===== src/rtl/tea_pkg.sv =====
// Shared types and constants for the TEA block cipher pipeline.
package tea_pkg;

  localparam int unsigned WORD_W      = 32;
  localparam int unsigned KEY_WORDS   = 4;
  localparam int unsigned CFG_INDEX_W = 8;

  typedef logic [WORD_W-1:0]                 word_t;
  typedef logic [KEY_WORDS-1:0][WORD_W-1:0]  key_t;
  typedef logic [CFG_INDEX_W-1:0]            cfg_index_t;

  localparam word_t TEA_DELTA = 32'h9E37_79B9;

  // Register indexes on the configuration channel
  localparam cfg_index_t REG_KEY0 = 8'd0;
  localparam cfg_index_t REG_KEY1 = 8'd1;
  localparam cfg_index_t REG_KEY2 = 8'd2;
  localparam cfg_index_t REG_KEY3 = 8'd3;

  localparam word_t KEY0_RESET = 32'hBCDE_AAAA;
  localparam word_t KEY1_RESET = 32'h87FB_BBBA;
  localparam word_t KEY2_RESET = 32'h7CCC_CFFA;
  localparam word_t KEY3_RESET = 32'hDDDD_AABC;

  localparam logic OP_ENCRYPT = 1'b0;
  localparam logic OP_DECRYPT = 1'b1;

  // One pipeline slot: valid bit plus the block in flight
  typedef struct packed {
    logic  valid;
    logic  op;
    logic  last;
    word_t v0;
    word_t v1;
  } stage_t;

endpackage


===== src/rtl/tea_half_round.sv =====
// One registered TEA half-round, direction chosen per item.
module tea_half_round #(
  parameter logic [31:0] ENC_SUM  = 32'h0,
  parameter logic [31:0] DEC_SUM  = 32'h0,
  parameter bit          ODD_HALF = 1'b0
) (
  input  logic            clk,
  input  logic            rst,
  input  tea_pkg::key_t   key,
  input  tea_pkg::stage_t din,
  output tea_pkg::stage_t dout
);
  import tea_pkg::*;

  logic  src_v1;
  word_t src;
  word_t dst;
  word_t kl;
  word_t kr;
  word_t sum;
  word_t mix;
  word_t dst_new;
  logic  valid;
  logic  op;
  logic  last;
  word_t v0;
  word_t v1;

  // encrypt even / decrypt odd halves update v0 from v1
  assign src_v1  = (din.op == OP_ENCRYPT) ^ ODD_HALF;
  assign src     = src_v1 ? din.v1 : din.v0;
  assign dst     = src_v1 ? din.v0 : din.v1;
  assign kl      = src_v1 ? key[0] : key[2];
  assign kr      = src_v1 ? key[1] : key[3];
  assign sum     = (din.op == OP_DECRYPT) ? DEC_SUM : ENC_SUM;
  assign mix     = ((src << 4) + kl) ^ (src + sum) ^ ((src >> 5) + kr);
  assign dst_new = (din.op == OP_ENCRYPT) ? dst + mix : dst - mix;

  always_ff @(posedge clk) begin
    if (rst) begin
      valid <= 1'b0;
    end else begin
      valid <= din.valid;
    end
  end

  always_ff @(posedge clk) begin
    op   <= din.op;
    last <= din.last;
    v0   <= src_v1 ? dst_new : din.v0;
    v1   <= src_v1 ? din.v1 : dst_new;
  end

  assign dout = '{valid: valid, op: op, last: last, v0: v0, v1: v1};

endmodule


===== config.mk =====
export PLATFORM = sky130hd
export DESIGN_NAME = tea_half_round
export DESIGN_NICKNAME = d
export VERILOG_FILES = /design/src/rtl/tea_pkg.sv /design/src/rtl/tea_half_round.sv
export SDC_FILE = /design/constraint.sdc
export NUM_CORES = 1
export LEC_CHECK = 0
export ABC_AREA = 0
export BUFFER_PORTS_ARGS = -buffer_cell sky130_fd_sc_hd__buf_2
export CAP_MARGIN = 20
export CORE_ASPECT_RATIO = 1.5
export CORE_MARGIN = 10
export CORE_UTILIZATION = 30
export CTS_CLUSTER_SIZE = 8
export DETAILED_ROUTE_END_ITERATION = 6
export PLACE_DENSITY = 0.58
export SLEW_MARGIN = 15
export SYNTH_ARGS = -nofsm -noshare
export SYNTH_HDL_FRONTEND = slang
export SYNTH_SLANG_ARGS = --single-unit

===== constraint.sdc =====
create_clock -name clk -period 9.2 [get_ports clk]
set_input_delay 0.92 -clock clk [delete_from_list [all_inputs] [get_ports clk]]
set_output_delay 0.92 -clock clk [all_outputs]
set_load 0.05 [all_outputs]

# Yosys cells after proc, flatten, opt, wreduce, memory -nomap -nowiden
# Index checks and enable logic that the tools add are counted.
# totals
ff_bits	67
elab_cells	18
# op_classes
n_addsub	4
mux	7
bitwise_logic	2
# op_table
op	count
32-bit two-way mux	7
32-bit adder	2
32-bit XOR	2
27-bit by 32-bit adder with 32-bit output	1
32-bit subtractor	1

# Depth between registers and ports, before layout
# Gate-level depths: netlist of the first run.
# logic_depth
ltp_word	7
ltp_mapped	36

# Worst setup path after synthesis of the first run
# Ideal clock, no wire load.
# synth_path
path_kind	input to register
from	input port din[65] in the netlist's numbering
to	register v0[31]
arrival_ns	8.192
t_required_ns	9.107
slack_ns	0.915
cell_stages	32
path_buffers	7
path_cell_list	buf_6 -> buf_2 -> buf_4 -> buf_2 -> clkbuf_1 -> clkbuf_1 -> clkbuf_1 -> mux2_2 -> ha_1 -> fa_1 -> a211oi_2 -> o21a_1 -> o21bai_1 -> a21oi_1 -> xnor2_1 -> or3b_1 -> nor3_2 -> and4b_1 -> nand3_1 -> nor2_1 -> a21oi_1 -> xnor2_1 -> ha_1 -> a2111oi_0 -> a31oi_1 -> and3_1 -> or4_1 -> a21o_1 -> a21oi_1 -> xnor2_1 -> a311o_1 -> o311ai_2
# synth_between
elab_chain_cells	7
word_cells_on_any_way	12
cone_classes	add/sub: 4; mux: 6; bitwise: 2
# synth_lines
element	line	text
start, declared	tea_half_round.sv:10	input tea_pkg::stage_t din,
32-bit two-way mux (on tied branches)	tea_half_round.sv:33, tea_half_round.sv:31	
32-bit adder	tea_half_round.sv:36	assign mix = ((src << 4) + kl) ^ (src + sum) ^ ((src >> 5) + kr);
32-bit XOR (2 in a row)	tea_half_round.sv:36	
32-bit adder / 32-bit subtractor (equally long branches)	tea_half_round.sv:37	assign dst_new = (din.op == OP_ENCRYPT) ? dst + mix : dst - mix;
32-bit two-way mux	tea_half_round.sv:37	
32-bit two-way mux *	tea_half_round.sv:50	v0 <= src_v1 ? dst_new : din.v0;
end signal, assigned	tea_half_round.sv:50	
end, declared	tea_half_round.sv:26	word_t v0;
# Every way passes the cells marked *; elsewhere a longest branch is shown, timed or not.
# A chain may end at the register's enable or synchronous reset.

# Worst setup path in the final report of the first run
# Ends and elaborated chain as after synthesis.

==> flow_metrics.tcl, run 1 <==
set metrics [dict create \
    status "finished clean" \
    path_max_fanout 76 \
    synth_top_cell_by_area "dfxtp_1" \
    htreeDepth 3 \
    ctsHoldBuffers 0 \
    clkPwrFrac_pct 11.7 \
    maxCapViolations 0 \
    synth_edf_count 0 \
    p_per_area_nw_per_um2 320.1 \
    die_area_um2 37560 \
    fill_cells 3136 \
    synth_top_area_share_pct 14.86 \
    syn_avg_cell_area_um2 8.115 \
    critPathLaunchType "input port" \
    cts_buffer_depth 2 \
    post_cts_buffers 0 \
    ios 264 \
    p_sw_share_pct 53.68 \
    end_kind "flip-flop" \
    rows 77 \
    rsz0062_at_grt "false" \
    drcViolationCount 0 \
    dr.first_iter.drc_count 428 \
    setup_viol 0 \
    layout.nets 1640 \
    gr-total-overflow 0 \
    ys_seq_area_share_pct 14.86 \
    syn-num-nets 1398 \
    hpwl_um 29200 \
    p_switching_mw 1.904 \
    synthTopCellsByCount "119 x xnor2_1, 89 x a21oi_1, 89 x nand2_1" \
    synthCells 1112 \
    core_um2 29580 \
    synth.area.top_cells "dfxtp_1 15%, ha_1 12%, xnor2_1 12%" \
    setup_tns_ns 0 \
    fin_crit_sh_pct 83.68 \
    yosysMostFrequentCell "xnor2_1" \
    fmax_mhz 129.9 \
    hold_path.class "input port to flip-flop" \
    cts_sinks 67 \
    grt_start_max_net_pins 77 \
    drive_above_1_share_pct 30.02 \
    globalRouteTotalUtil_pct 17.00 \
    cts_tree "yes" \
    place_ws_ns 1.235 \
    antenna_left 0 \
    drv_slew 0 \
    min_period_ns 7.699 \
    ys_types 79 \
    cp.arrival_ns 7.95 \
    io_buffers 263 \
    drt_wl_total_um 33600 \
    yosys_warnings 0 \
    antenna_found_initial 3 \
    num_vias 9060 \
    cts_buffers 9 \
    globalplace.congestion 0.9175 \
    fin_ws_ns 1.501 \
    ir_drop_uv 182.4 \
    internal-power_mw 1.643 \
    combPwrFrac_pct 74.9 \
    area_growth_syn_to_layout_pct 22.78 \
    leakagePower_nw 5.018 \
    multiInputGateArea_um2 7393 \
    viasPerCell 5.159 \
    ys.flop_type "dfxtp_1" \
    grt_pass1_wl_um 49980 \
    seqPwrFrac_pct 13.4 \
    wl_per_cell_um 19.13 \
    final-instance-count-excl-fill 1756 \
    initial_core_util_pct 30.51 \
    die_x_um 161.6 \
    synth_area_um2 9024 \
    synthArstFlopShare_pct 0 \
    relSlewSlack_pct 41.67 \
    die_y_um 232.4 \
    hold_viol 0 \
    critPathRequiredTime_ns 9.45 \
    ys_ff_latch 67 \
    crit_type "input port to flip-flop" \
    regArea_um2 1341 \
    cts_resized 0 \
    hold_slack_ns 0.6798 \
    drt_pass1_iterations 5 \
    grt_pass1_vias 9303 \
    clk_pin_slew_worst_paths_ns 0.05 \
    place_inst 1738 \
    root_buffer "clkbuf_16" \
    tightest_slew_ns 0.8659 \
]
-- cell families after synthesis --
group	Yosys count	synth area share [%]
AOI/OAI and AO/OA	333	24.09
and+or+nand+nor	290	16.40
xor gates and xnor gates	172	17.15
muxes	94	11.70
adders and majority gates	89	12.59
buffers and inverters	67	3.203
DFF	67	14.86
-- worst paths after layout --
path                 from  endpoint  slack (ns)  cells after the start
hold / removal    din[64]      last        0.68                      1
setup / recovery  din[65]    v0[31]        1.50                     26
-- cell usage in the layout (no fill, tap or decap), types with 5 or more instances in the layout --
cell type | synthesis | layout
ha_1 | 86 | 86
nor2b_1 | 35 | 35
nand2b_1 | 23 | 23
and3_1 | 16 | 16
inv_1 | 30 | 30
dfxtp_1 | 67 | 67
clkbuf_16 | 0 | 9
xor2_1 | 50 | 50
buf_2 | 3 | 262
o21ai_0 | 87 | 87
o31ai_1 | 8 | 8
nand2_1 | 89 | 89
mux2i_1 | 5 | 5
a21o_1 | 35 | 35
o21bai_1 | 26 | 26
o21a_1 | 11 | 11
a211oi_2 | 5 | 5
o211ai_1 | 6 | 6
mux2_2 | 88 | 88
a21oi_1 | 89 | 89
xnor2_1 | 119 | 119
a31oi_1 | 13 | 13
nor3_1 | 19 | 19
nand3_1 | 15 | 15
nor2_1 | 57 | 57
-- critical path: stages --
cell	delay [ns]
buf_6	0.39
buf_12	0.39
mux2_2	0.39
ha_1	0.36
nand2_2	0.16
nor2_1	0.09
a211o_2	0.38
xnor2_1	0.21
xor2_1	0.14
or3b_1	0.46
nor3_2	0.21
and4b_1	0.26
nand3_1	0.15
nor4_2	0.38
a21oi_1	0.15
xnor2_1	0.15
ha_1	0.23
a2111oi_0	0.57
a31oi_1	0.19
and3_1	0.22
or4_1	0.52
a21o_1	0.20
a21oi_1	0.17
xnor2_1	0.12
a311o_1	0.35
o311ai_2	0.08
-- power groups by stage --
stage | Clock, mW | Sequential (mW) | Combinational [mW]
after floorplan | 0 | 0.986 | 1.51
after global placement | 0 | 0.480 | 2.65
after detailed placement | 0 | 0.481 | 2.66
after CTS | 0.425 | 0.477 | 2.68
after global routing | 0.440 | 0.488 | 2.88
final | 0.416 | 0.475 | 2.66
-- area by class of cell --
| class | count | share of cell area [%] |
|---|---|---|
| Clock buffer | 11 | 2.281 |
| Multi-Input combinational cell | 978 | 66.73 |
| Inverter | 30 | 1.016 |
| Timing Repair Buffer | 268 | 12.39 |
| Antenna cell | 2 | 0.04517 |
| Clock inverter | 5 | 0.9712 |
| Tap cell | 395 | 4.461 |
| Sequential cell | 67 | 12.11 |
-- metal layers --
| metal | vias up | track usage [%] | part of all wire (%) |
|---|---|---|---|
| met2 | 298 | 33.92 | 55 |
| met4 | 2 | 7.839 | 4.9 |
| li1 | 4516 | - | - |
| met5 | - | 0 | 0.042 |
| met3 | 66 | 4.047 | 5.6 |
| met1 | 4178 | 15.68 | 35 |
-- registers in the layout, summed over array words and instances (netlist names) --
register  cells
v0           32
v1           32
last          1
op            1
valid         1
-- per-stage QoR --
stage | utilization, % | power, mW | area [um^2]
finish | 37.46 | 3.546 | 11080
detailed placement | 36.22 | 3.140 | 10710
global route | 37.45 | 3.811 | 11080
floorplan | - | 2.495 | 9024
global placement | 36.22 | 3.133 | 10710
CTS | 37.44 | 3.578 | 11070
(Power assumes the default switching activity.)
==> inputs of run 2 (changes only) <==
PLACE_DENSITY = 0.6   (was 0.58)
clock period = 6.7 ns   (was 9.2 ns; I/O delays follow)
==> flow_metrics.tcl, run 2 (synthesized netlist as in run 1, its figures left out) <==
set metrics [dict create \
    status "finished clean" \
    hold_viol 0 \
    setup_viol 0 \
    min_to "last" \
    crit_top_cell "xnor2_1" \
    place_inst 1833 \
    path_max_fanout 25 \
    cts_buffers 9 \
    path_buf_inv 2 \
    fill_cells 3041 \
    grt_pass1_vias 9576 \
    grt_pass1_wl_um 51350 \
    fmax_mhz 157.8 \
    cp.arrival_ns 6.58 \
    gr-total-overflow 0 \
    die_x_um 161.6 \
    tightest_slew_ns 0.5703 \
    dr.first_iter.drc_count 401 \
    ios 264 \
    hpwl_um 29410 \
    rows 77 \
    hold_depth 1 \
    relSlewSlack_pct 61.50 \
    clk_pin_slew_worst_paths_ns 0.05 \
    antenna_found_initial 2 \
    globalplace.congestion 0.9274 \
    cpMaxStageDelayCell "or3b_4" \
    htreeDepth 3 \
    ctsHoldBuffers 0 \
    final-instance-count-excl-fill 1851 \
    layout_commonest_cell "buf_2" \
    largestRegisters "v0: 32 flops, v1: 32 flops" \
    maxCapViolations 0 \
    core_um2 29580 \
    worstHoldStart "din[64]" \
    cts_sinks 67 \
    globalRouteTotalUtil_pct 17.19 \
    grt_start_max_net_pins 51 \
    crit_type "input port to flip-flop" \
    num_vias 9349 \
    viasPerCell 5.051 \
    area_growth_syn_to_layout_pct 32.18 \
    cp_top_family "simple AND/OR/NAND/NOR gates" \
    critPathLaunchType "input port" \
    die_area_um2 37560 \
    root_buffer "clkbuf_16" \
    crit_start "din[65]" \
    critPathRequiredTime_ns 6.95 \
    drv_slew 0 \
    end_kind "flip-flop" \
    slowest_delay_ns 0.44 \
    hold_path.class "input port to flip-flop" \
    p_per_area_nw_per_um2 429.8 \
    io_buffers 263 \
    initial_core_util_pct 30.51 \
    rsz0062_at_grt "false" \
    drcViolationCount 0 \
    min_period_ns 6.337 \
    cts_tree "yes" \
    power.total_mw 5.127 \
    die_y_um 232.4 \
    wl_per_cell_um 18.35 \
    antenna_left 0 \
    drt_pass1_iterations 5 \
    most-common-layout-cells "262 x buf_2, 119 x xnor2_1, 93 x buf_4, 88 x nand2_1, 87 x mux2_2" \
    drt_wl_total_um 33970 \
    drive_above_1_share_pct 35.60 \
    leakagePower_nw 5.498 \
    fin_crit_sh_pct 94.59 \
    cts_buffer_depth 2 \
    layout.nets 1737 \
    ir_drop_uv 155.7 \
]
run 2: cell types whose count changed in the layout (fill, tap and decap cells not counted), sizes merged:
cell,before,now
inv,31,30
clkinv,1,2
clkbuf,11,12
diode,2,1
bufinv,3,1
buf,268,363
clkinvlp,0,2
run 2: worst max-delay path by stage:
stage	endpoint	slack [ns]	depth (start not counted)
finish	v0[31]	0.36	26
global route	v0[31]	0.02	26
CTS	v0[31]	0.24	26
detailed placement	v0[31]	-0.09	26
global placement	v0[31]	0.02	26
floorplan	v0[31]	-0.24	32
run 2: what timing repair did:
action | 4_1_cts | 5_1_grt
setup endpoints to repair | 0 | 2
endpoints found under the hold margin | 0 | 0
resized for setup | 0 | 10
setup buffers | 0 | 0
run 2: layout make-up:
class                   count  area [um^2]  share of cell area (%)
clock inverters             5        55.05                  0.4616
flip-flops and latches     67         1341                   11.25
multi-input cells         978         7483                   62.74
diodes                      1        2.502                 0.02098
repair buffers            365         2210                   18.53
clock buffers              10        229.0                   1.920
inverters                  30        112.6                  0.9441
well taps                 395        494.2                   4.143
run 2: metal layers:
| metal | routed length (um) | global-route usage, % | share of wire, % | up-vias |
|---|---|---|---|---|
| met2 | 18520 | 33.64 | 55 | 243 |
| met4 | 826 | 5.131 | 2.4 | 2 |
| met3 | 1432 | 2.669 | 4.2 | 45 |
| li1 | - | - | - | 4709 |
| met1 | 13180 | 18.28 | 39 | 4350 |
| met5 | 20 | 0 | 0.059 | - |
run 2: power by group:
group          internal (mW)  switching, mW
Sequential             0.604         0.0522
Clock                  0.285          0.185
Combinational           1.53           2.47
Total                   2.42           2.71
run 2: stage by stage:
stage	cell area (um^2)	setup TNS, ns	utilization, %	worst slack [ns]	hold WS [ns]
floorplan	9161	-0.3005	-	-0.2407	0.6977
global placement	11550	0	39.05	0.02269	0.7723
detailed placement	11550	-0.09139	39.05	-0.09139	0.7752
CTS	11830	0	40.01	0.2431	0.4264
global route	11930	0	40.33	0.01969	0.4417
finish	11930	0	40.33	0.3627	0.4376
