### config.mk
export PLATFORM = sky130hd
export DESIGN_NAME = tea_key_regs
export DESIGN_NICKNAME = d
export VERILOG_FILES = /design/src/rtl/tea_pkg.sv /design/src/rtl/tea_key_regs.sv
export SDC_FILE = /design/constraint.sdc
export NUM_CORES = 1
export LEC_CHECK = 0
export BUFFER_PORTS_ARGS = -buffer_cell sky130_fd_sc_hd__buf_2
export CAP_MARGIN = 0
export CELL_PAD_IN_SITES_DETAIL_PLACEMENT = 1
export CELL_PAD_IN_SITES_GLOBAL_PLACEMENT = 2
export CORE_MARGIN = 3
export CORE_UTILIZATION = 27
export CTS_CLUSTER_SIZE = 40
export DETAILED_ROUTE_END_ITERATION = 10
export HOLD_SLACK_MARGIN = 0.12
export PLACE_DENSITY_LB_ADDON = 0.1
export SLEW_MARGIN = 20
export SYNTH_ARGS = -nofsm -noshare
export SYNTH_HDL_FRONTEND = slang
export SYNTH_SLANG_ARGS = --single-unit
### constraint.sdc
create_clock -name clk -period 1.63 [get_ports clk]
set_input_delay 0.326 -clock clk [delete_from_list [all_inputs] [get_ports clk]]
set_output_delay 0.326 -clock clk [all_outputs]
set_load 0.03 [all_outputs]
### src/rtl/tea_pkg.sv
// Shared types and constants for the TEA block cipher pipeline.
package tea_pkg;

  localparam int unsigned WORD_W      = 32;
  localparam int unsigned KEY_WORDS   = 4;
  localparam int unsigned CFG_INDEX_W = 8;

  typedef logic [WORD_W-1:0]                 word_t;
  typedef logic [KEY_WORDS-1:0][WORD_W-1:0]  key_t;
  typedef logic [CFG_INDEX_W-1:0]            cfg_index_t;

  localparam word_t TEA_DELTA = 32'h9E37_79B9;

  // Register indexes on the configuration channel
  localparam cfg_index_t REG_KEY0 = 8'd0;
  localparam cfg_index_t REG_KEY1 = 8'd1;
  localparam cfg_index_t REG_KEY2 = 8'd2;
  localparam cfg_index_t REG_KEY3 = 8'd3;

  localparam word_t KEY0_RESET = 32'hBCDE_AAAA;
  localparam word_t KEY1_RESET = 32'h87FB_BBBA;
  localparam word_t KEY2_RESET = 32'h7CCC_CFFA;
  localparam word_t KEY3_RESET = 32'hDDDD_AABC;

  localparam logic OP_ENCRYPT = 1'b0;
  localparam logic OP_DECRYPT = 1'b1;

  // One pipeline slot: valid bit plus the block in flight
  typedef struct packed {
    logic  valid;
    logic  op;
    logic  last;
    word_t v0;
    word_t v1;
  } stage_t;

endpackage

### src/rtl/tea_key_regs.sv
// Key register file written through the configuration channel.
module tea_key_regs (
  input  logic                clk,
  input  logic                rst,
  input  logic                cfg_valid,
  input  tea_pkg::cfg_index_t cfg_index,
  input  tea_pkg::word_t      cfg_data,
  output tea_pkg::key_t       key
);
  import tea_pkg::*;

  logic wr;

  assign wr = cfg_valid;

  always_ff @(posedge clk) begin
    if (rst) begin
      key[0] <= KEY0_RESET;
      key[1] <= KEY1_RESET;
      key[2] <= KEY2_RESET;
      key[3] <= KEY3_RESET;
    end else if (wr) begin
      case (cfg_index)
        REG_KEY0: key[0] <= cfg_data;
        REG_KEY1: key[1] <= cfg_data;
        REG_KEY2: key[2] <= cfg_data;
        REG_KEY3: key[3] <= cfg_data;
        default: ;
      endcase
    end
  end

`ifndef SYNTHESIS
  a_key_hold: assert property (@(posedge clk) disable iff (rst)
    !wr |=> $stable(key))
    else $error("key changed without a config transaction");

  a_key0_write: assert property (@(posedge clk) disable iff (rst)
    (wr && cfg_index == REG_KEY0) |=> key[0] == $past(cfg_data))
    else $error("key word 0 write lost");
`endif

endmodule

### Word level (Yosys, flattened, before mapping)

Index checks and enable logic that the tools add are counted.

| storage, ports and cells | value |
|---|---|
| register bits after elaboration | 128 |
| input port bits | 43 |
| logic and storage cells | 12 |
| output and inout bits | 128 |

| cells by class | value |
|---|---|
| equality and inequality tests | 3 |
| reductions and logical operators | 5 |

Operators by type and width:

| operator | count |
|---|---|
| 8-bit by 2-bit equality test with 1-bit output (second input constant) | 2 |
| 8-bit by 1-bit equality test with 1-bit output (second input constant) | 1 |
| 8-bit zero test | 1 |
| 2-bit AND reduction | 4 |

### Longest topological paths before layout

Gate-level depths: netlist of run 1.

| logic depth | value |
|---|---|
| word-level depth | 2 |
| gate-level depth with buffers | 5 |

### Worst setup path after synthesis of run 1

No wires, ideal clock.

| path | value |
|---|---|
| path type | input to register |
| start | input cfg_index[6] |
| end | register key[71] (netlist name) |
| buffers on the path | 2 |
| data arrival time | 1627 ps |
| cell stages on the path | 5 |
| data required time | 1504 ps |
| slack | -123 ps |
| library setup time | 126 ps |
| cell sequence | or4b_1 -> or3_1 -> buf_6 -> buf_12 -> mux2i_1 |

| between the ends | value |
|---|---|
| word-level cells in the longest chain between the ends | 2 |

Ends and longest elaborated chain:

| element | RTL line | RTL |
|---|---|---|
| start: declaration | tea_key_regs.sv:6 | `input tea_pkg::cfg_index_t cfg_index,` |
| 8-bit by 2-bit equality test with 1-bit output | tea_key_regs.sv:23 | `case (cfg_index)` |
| 2-bit AND reduction (no source line) | -- |  |
| end: declaration | tea_key_regs.sv:8 | `output tea_pkg::key_t key` |

Every way passes these cells.
A chain may end at the register's enable or synchronous reset.

### Final worst setup path of run 1

| path | value |
|---|---|
| start | input cfg_index[0] |
| end | register key[83] (netlist name) |

The elaborated chain is that of the path after synthesis.

==> results of run 1 <==
[cell type report]
class	count	area (sq um)	share of cell area
sequential	128	2560	0.376
clock inverter	14	263	0.0386
clock buffer	18	429	0.0630
multi-input combinational	317	2210	0.325
tap	225	282	0.0413
inverter	1	3.75	0.000551
timing repair buffer	184	1060	0.155
[how the worst max path moves through the flow]
stage	end	slack [ps]	depth (start not counted)
finish	key[83]	60	5
CTS	key[83]	80	5
global route	key[19]	40	6
floorplan	key[71]	-100	5
detailed placement	key[83]	-370	5
global placement	key[79]	-330	5
[cells by family (layout without fill, tap and decap cells)]
family,after synthesis,count (layout),synth area share
mux,128,128,0.258
buf+inv,34,217,0.0416
flops,128,128,0.516
simple gates,189,189,0.184
[cell usage after synthesis (all sizes together)]
library cell  count  share of area
nand3             2         0.0020
buf              14          0.026
nor4b             2         0.0035
or4               1         0.0023
dfxtp           128           0.52
nor2            114          0.086
inv               1        0.00076
mux2i           128           0.26
or3               1         0.0013
nand2b           67          0.084
or4b              1         0.0020
nor3              1         0.0020
clkbuf           19          0.014
[per-layer routing]
| metal | share of wire | wire, um | GRT usage | vias up |
|---|---|---|---|---|
| met3 | 0.070 | 995 | 0.0549 | 18 |
| met1 | 0.43 | 6080 | 0.162 | 1823 |
| met4 | 0.016 | 233 | 0.0545 | 0 |
| met5 | 0 | 0 | 0 | - |
| li1 | - | - | - | 1917 |
| met2 | 0.49 | 6970 | 0.252 | 103 |
[worst max-delay path, cell delays in order]
cell     delay, ps
buf_2          100
or4_4          530
or3_2          500
buf_12         220
mux2i_1        150
[report_power, final]
group / total (mW) / internal (mW) / switching [mW] / leakage (nW)
Combinational: 0.262 / 0.109 / 0.153 / 1.99
Clock: 4.44 / 3.02 / 1.41 / 0.334
Sequential: 3.14 / 3.13 / 0.00208 / 1.03
==> impl_results.md, run 1 <==
- Pwr/cell area: 1150 mW/mm^2
- CTS Root Cell: clkbuf_16
- Biggest register: key
- Largest net degree at the start of global routing: 83
- Worst setup path class: primary input to register
- DIE WIDTH: 142 um
- GP Congestion: 0.711
- Drt drc: 0
- Antenna violations before repair: 0
- FILL cells: 2020
- Area after DPL: 0.00612 sq mm
- Cells on worst reg2reg path: 2
- Final hold vios: 0
- Commonest non-fill, non-tap cell in the layout: buf_2
- Final Max Tran Viols: 0
- Max Clk Rate: 0.639 GHz
- Peak VDD IR: 0.659 mV
- Library cells used by synthesis: 15
- Mapped Cells: 479
- Sequential fraction of the synthesis area: 0.516
- Max-cap violations: 0
- Worst-Skew Late Latency: 410 ps
- WP data arrival: 1850 ps
- Clock Tree Buf Depth: 2
- Clock sinks: 128
- HP Start: cfg_data[28]
- First-pass iteration count of the detailed router: 4
- Fin util: 0.386
- Reg2reg setup slack: 940 ps
- LEAKAGE: 3.36 nW
- Fin crit period: 1570 ps
- Syn-to-layout area delta: 37.2%
- Nature of the critical path endpoint: register
- Cts repair resizes: 0
- Fin area: 0.00681 sq mm
- Post-synthesis net count: 522
- Critical path launch point: cfg_index[0]
- Syn avg cell area: 10.4 sq um
- Final setup viols: 0
- Worst Hold Depth: 3
- Crit-path max FO: 32
- Synth warnings: 0
- Final WL: 14.3 mm
- Worst Skew: 0 ps
- DP Cell Count: 855
- GRT Total Usage: 0.145
- Die area: 0.0200 sq mm
- Vias per inst: 4.35
- Final worst slack: 64.9 ps
- First-pass GRT wire length: 22.7 mm
- Run status: completed
- Final Hold Slack: 182 ps
- H-tree Lvls: 4
- Pre-CTS WS: -367 ps
- Rel. slew slack: 0.762
- Reg-to-Reg End: key[17]
- Vias: 3861
- Most frequent cells in the layout: buf_2, mux2i_1, dfxtp_1
- Clock-pin slew on the worst setup and hold paths: 60 ps
- Setup TNS: 0 ps
- Layout cells sized above 1: 0.332
- Core Area: 0.0177 sq mm
- Port Buffer Count: 170
- Startpoint types: primary input
- Total power: 7.84 mW
- Crit share post-route: 0.960
- Initial core utilization: 0.281
- Worst Hold Endpoint: key[60]
- Critical Path RT: 1910 ps
- Iteration-0 DRC Markers: 140
- CTS tree: done
- Number of nets in the layout: 692
- I/O pin cnt: 171
- Worst-margin pin slew: 356 ps
- Hold buffer count at cts: 0
- Post CTS Setup Buffer Count: 0
- Hold Crit Class: primary input to register
- Vias in the first global route: 4243
- Post-DP HPWL: 10.0 mm
- ANT nets after route: 0
- N_diodes: 0
- Non-Filler Instances: 887
- WL/cell: 16.1 um
- Gr ovfl total: 0
- RSZ-0062 raised after global routing: false
- Synthesis-stage register bit count: 128
- Max FFs per register: 128
- Die Span Y: 142 um
- Synthesized area: 0.00496 sq mm
- Row cnt: 48
- Top Registers: key: 128 flops
- Reg-to-Reg Start: key[17]
- Cts bufs inserted: 17
No activity file was read; power rests on OpenSTA's default activity.
==> run 2, diff against run 1 <==
CORE_MARGIN = default   (was 3)
CORE_UTILIZATION = 30   (was 27)
clock period = 1.6 ns   (was 1.63 ns; I/O delays follow)
==> impl_results.md, run 2 (synthesis gave the netlist of run 1 again) <==
- RSZ-0062 raised after global routing: false
- Crit-path max FO: 18
- Max-cap violations: 0
- Final WL: 13.6 mm
- First-pass iteration count of the detailed router: 4
- Largest net degree at the start of global routing: 79
- Final Max Tran Viols: 0
- Slowest-stage cell, CP: or4_4
- Antenna violations before repair: 0
- Fin crit period: 1540 ps
- Nature of the critical path endpoint: register
- Initial core utilization: 0.310
- Iteration-0 DRC Markers: 82
- Run status: completed
- Row cnt: 46
- Worst-margin pin slew: 355 ps
- Met1 Resource Use GR: 0.189
- GR Util met2: 0.289
- Core Area: 0.0160 sq mm
- Final hold vios: 0
- Final worst slack: 59.5 ps
- Worst Skew: 0 ps
- Vias in the first global route: 4172
- Critical Path RT: 1880 ps
- Port Buffer Count: 170
- DIE WIDTH: 131 um
- GP Congestion: 0.718
- Reg2reg setup slack: 950 ps
- Hold buffer count at cts: 0
- Clock Tree Buf Depth: 2
- Worst Path Buf+Inv: 2
- Peak VDD IR: 0.698 mV
- Commonest non-fill, non-tap cell in the layout: buf_2
- Largest stage delay on the critical path: 530 ps
- Most frequent cells in the layout: buf_2, mux2i_1, dfxtp_1
- FILL cells: 1874
- LEAKAGE: 3.33 nW
- Number of nets in the layout: 698
- Pre-CTS WS: -388 ps
- Final setup viols: 0
- Max FFs per register: 128
- GR peak layer: met2
- Worst Hold Depth: 3
- Gr ovfl total: 0
- I/O pin cnt: 171
- WL/cell: 15.4 um
- Worst setup path class: primary input to register
- Pwr/cell area: 1070 mW/mm^2
- First-pass GRT wire length: 21.4 mm
- HP Start: cfg_data[2]
- Crit share post-route: 0.963
- Met3 Usage GRT: 0.0554
- CTS tree: done
- Layout cells sized above 1: 0.334
- Rel. slew slack: 0.763
- Drt drc: 0
- Clock-pin slew on the worst setup and hold paths: 50 ps
- Critical path cell sequence: buf_2 -> or4_4 -> or3_2 -> buf_12 -> mux2i_1
- Syn-to-layout area delta: 35.2%
- Startpoint types: primary input
- Total power: 7.16 mW
- CTS Root Cell: clkbuf_16
- Vias: 3922
- Worst-Skew Late Latency: 410 ps
- Top Registers: key: 128 flops
- Reg-to-Reg Start: key[113]
- N_diodes: 0
- Hold Crit Class: primary input to register
- Die Span Y: 131 um
- Cts repair resizes: 0
- Die area: 0.0171 sq mm
- H-tree Lvls: 4
- Worst Hold Endpoint: key[98]
- Family with the most delay on the worst path: simple AND/OR/NAND/NOR gates
- Reg-to-Reg End: key[113]
- ANT nets after route: 0
- GRT Total Usage: 0.167
- Vias per inst: 4.44
- WP data arrival: 1820 ps
- Max Clk Rate: 0.649 GHz
- Biggest register: key
- Cts bufs inserted: 17
- Post-DP HPWL: 9.72 mm
- Clock sinks: 128
- Cells on worst reg2reg path: 2
run 2: metal layers:
layer | vias to the layer above | wire length [um]
met2 | 104 | 6770
met5 | - | 0
met4 | 0 | 215
met1 | 1881 | 5800
met3 | 16 | 849
li1 | 1921 | -
run 2: cell type report:
cell class              instances  area, sq um  area share
well taps                     216          270      0.0403
flip-flops and latches        128         2560       0.382
clock buffers                  27          523      0.0779
repair buffers                190         1090       0.163
inverters                       1         3.75    0.000559
multi-input cells             317         2210       0.329
clock inverters                 5         50.0     0.00746
run 2: tightest hold or removal path: cells and delay by family:
kind	cells	cell delay, ps
simple gates	1	40
buf+inv	1	90
mux	1	100
run 2: where the power goes:
group	switching [mW]	internal [mW]
sequential	0.00209	3.19
clock	1.32	2.37
combinational	0.158	0.116
total	1.48	5.68
run 2: worst max path at each step:
stage	startpoint	end	cells after the start
after floorplan	cfg_index[0]	key[71]	5
after global placement	cfg_index[0]	key[73]	5
final	cfg_index[0]	key[79]	5
after detailed placement	cfg_index[6]	key[6]	6
after global routing	cfg_index[0]	key[12]	6
after CTS	cfg_index[6]	key[6]	6
run 2: what timing repair did:
| action | in CTS | in global routing |
|---|---|---|
| endpoints found under the setup margin | 0 | 4 |
| hold endpoints to repair | 0 | 0 |
| buffers inserted | 0 | 0 |
run 2: per-stage QoR:
stage	std cells	instance area, sq um	hold WS [ps]	setup TNS (ps)	util
3_5_place_dp	852	6140	467	-22210	0.384
6_report	884	6710	181	0	0.419
3_3_place_gp	852	6140	456	-20240	0.384
5_1_grt	884	6710	189	0	0.419
4_1_cts	884	6710	163	0	0.419
2_1_floorplan	479	4960	472	-6920	-
==> run 3, diff against run 2 <==
clock period = 1.5 ns   (was 1.6 ns; I/O delays follow)
==> impl_results.md, run 3 (synthesis gave the netlist of run 1 again) <==
- First-pass iteration count of the detailed router: 4
- Iteration-0 DRC Markers: 90
- Final hold vios: 0
- Drt drc: 0
- Hold buffer count at cts: 0
- Clock sinks: 128
- WL/cell: 15.7 um
- Final Max Tran Viols: 0
- Crit share post-route: 0.989
- Peak VDD IR: 0.720 mV
- CTS Root Cell: clkbuf_16
- I/O pin cnt: 171
- Vias in the first global route: 4087
- WP data arrival: 1820 ps
- Largest net degree at the start of global routing: 74
- GRT Total Usage: 0.165
- N_diodes: 0
- Fin crit period: 1480 ps
- Antenna violations before repair: 0
- Nature of the critical path endpoint: register
- Worst setup path class: primary input to register
- Initial core utilization: 0.310
- Max FFs per register: 128
- Clock-pin slew on the worst setup and hold paths: 60 ps
- Pwr/cell area: 1160 mW/mm^2
- Pre-CTS WS: -466 ps
- Gr ovfl total: 0
- LEAKAGE: 3.38 nW
- DIE WIDTH: 131 um
- Vias per inst: 4.47
- Final WL: 13.9 mm
- ANT nets after route: 0
- Final setup viols: 0
- Top Registers: key: 128 flops
- Biggest register: key
- Final worst slack: 17.0 ps
- Rel. slew slack: 0.763
- Setup TNS: 0 ps
- GP Congestion: 0.717
- Clock power share: 0.532
- Port Buffer Count: 170
- Fin util: 0.428
- CTS tree: done
- Commonest non-fill, non-tap cell in the layout: buf_2
- Internal Power: 6.27 mW
- Sw Ratio: 0.207
- Syn-to-layout area delta: 38.0%
- Cts bufs inserted: 17
- Crit-path max FO: 8
- Die area: 0.0171 sq mm
- P_sw: 1.64 mW
- Row cnt: 46
- Area after DPL: 0.00613 sq mm
- Max-cap violations: 0
- FILL cells: 1869
- Seq pwr share: 0.431
- H-tree Lvls: 4
- Core Area: 0.0160 sq mm
- Run status: completed
- Most frequent cells in the layout: buf_2, mux2i_1, dfxtp_1
- Vias: 3961
- Hold Crit Class: primary input to register
- Critical Path RT: 1840 ps
- First-pass GRT wire length: 21.2 mm
- Worst Skew: 0 ps
- Number of nets in the layout: 701
- Post-DP HPWL: 9.38 mm
- Layout cells sized above 1: 0.340
- Max Clk Rate: 0.674 GHz
- Worst-Skew Late Latency: 400 ps
- Logic pwr share: 0.037
- Fin area: 0.00685 sq mm
- Clock Tree Buf Depth: 2
- Startpoint types: primary input
- Die Span Y: 131 um
- Worst-margin pin slew: 351 ps
-- run 3: power by group through the flow --
stage          Clock (mW)  Combinational, mW  Sequential (mW)
6_report             4.21              0.297             3.41
5_1_grt              4.48              0.328             3.41
3_3_place_gp            0              0.287             3.48
3_5_place_dp            0              0.296             3.48
4_1_cts              4.34              0.299             3.41
2_1_floorplan           0              0.154             3.49
-- run 3: path summary, 6_finish.rpt --
path              slack, ps  depth (start not counted)  endpoint          from
hold / removal          160                          3   key[50]  cfg_data[18]
setup reg to reg        820                          2   key[67]       key[67]
setup / recovery         20                          7   key[28]  cfg_index[7]
hold reg to reg         470                          2   key[12]       key[12]
-- run 3: metrics by stage --
stage | total power [mW] | hold slack (ps) | std cells
after floorplan | 3.64 | 452 | 479
final | 7.91 | 165 | 887
after CTS | 8.05 | 141 | 884
after detailed placement | 3.78 | 467 | 851
after global placement | 3.77 | 456 | 851
after global routing | 8.21 | 151 | 887
-- run 3: final cells by class --
cell class,count,area (sq um),share of cell area
Multi-Input combinational cell,317,2220,0.324
Timing Repair Buffer,193,1180,0.173
Sequential cell,128,2560,0.374
Clock buffer,23,478,0.0698
Tap cell,216,270,0.0395
Clock inverter,9,131,0.0192
Inverter,1,3.75,0.000548
-- run 3: routing by layer --
metal,vias to the layer above,share of wire,track usage
li1,1930,-,-
met1,1914,0.43,0.183
met2,101,0.49,0.289
met3,16,0.062,0.0578
met4,0,0.015,0.0649
met5,-,0,0
-- run 3: worst max-delay path, stage by stage --
cell and delay (ps):
buf_6 90, or4_4 530, buf_6 140, nor3_4 220, buf_6 180, clkbuf_16 170, mux2i_1 180
-- run 3: timing repair --
action,CTS,global route
pin swaps,0,2
resized for setup,1,5
endpoints found under the setup margin,31,43
gates cloned,1,2
buffers inserted,0,1
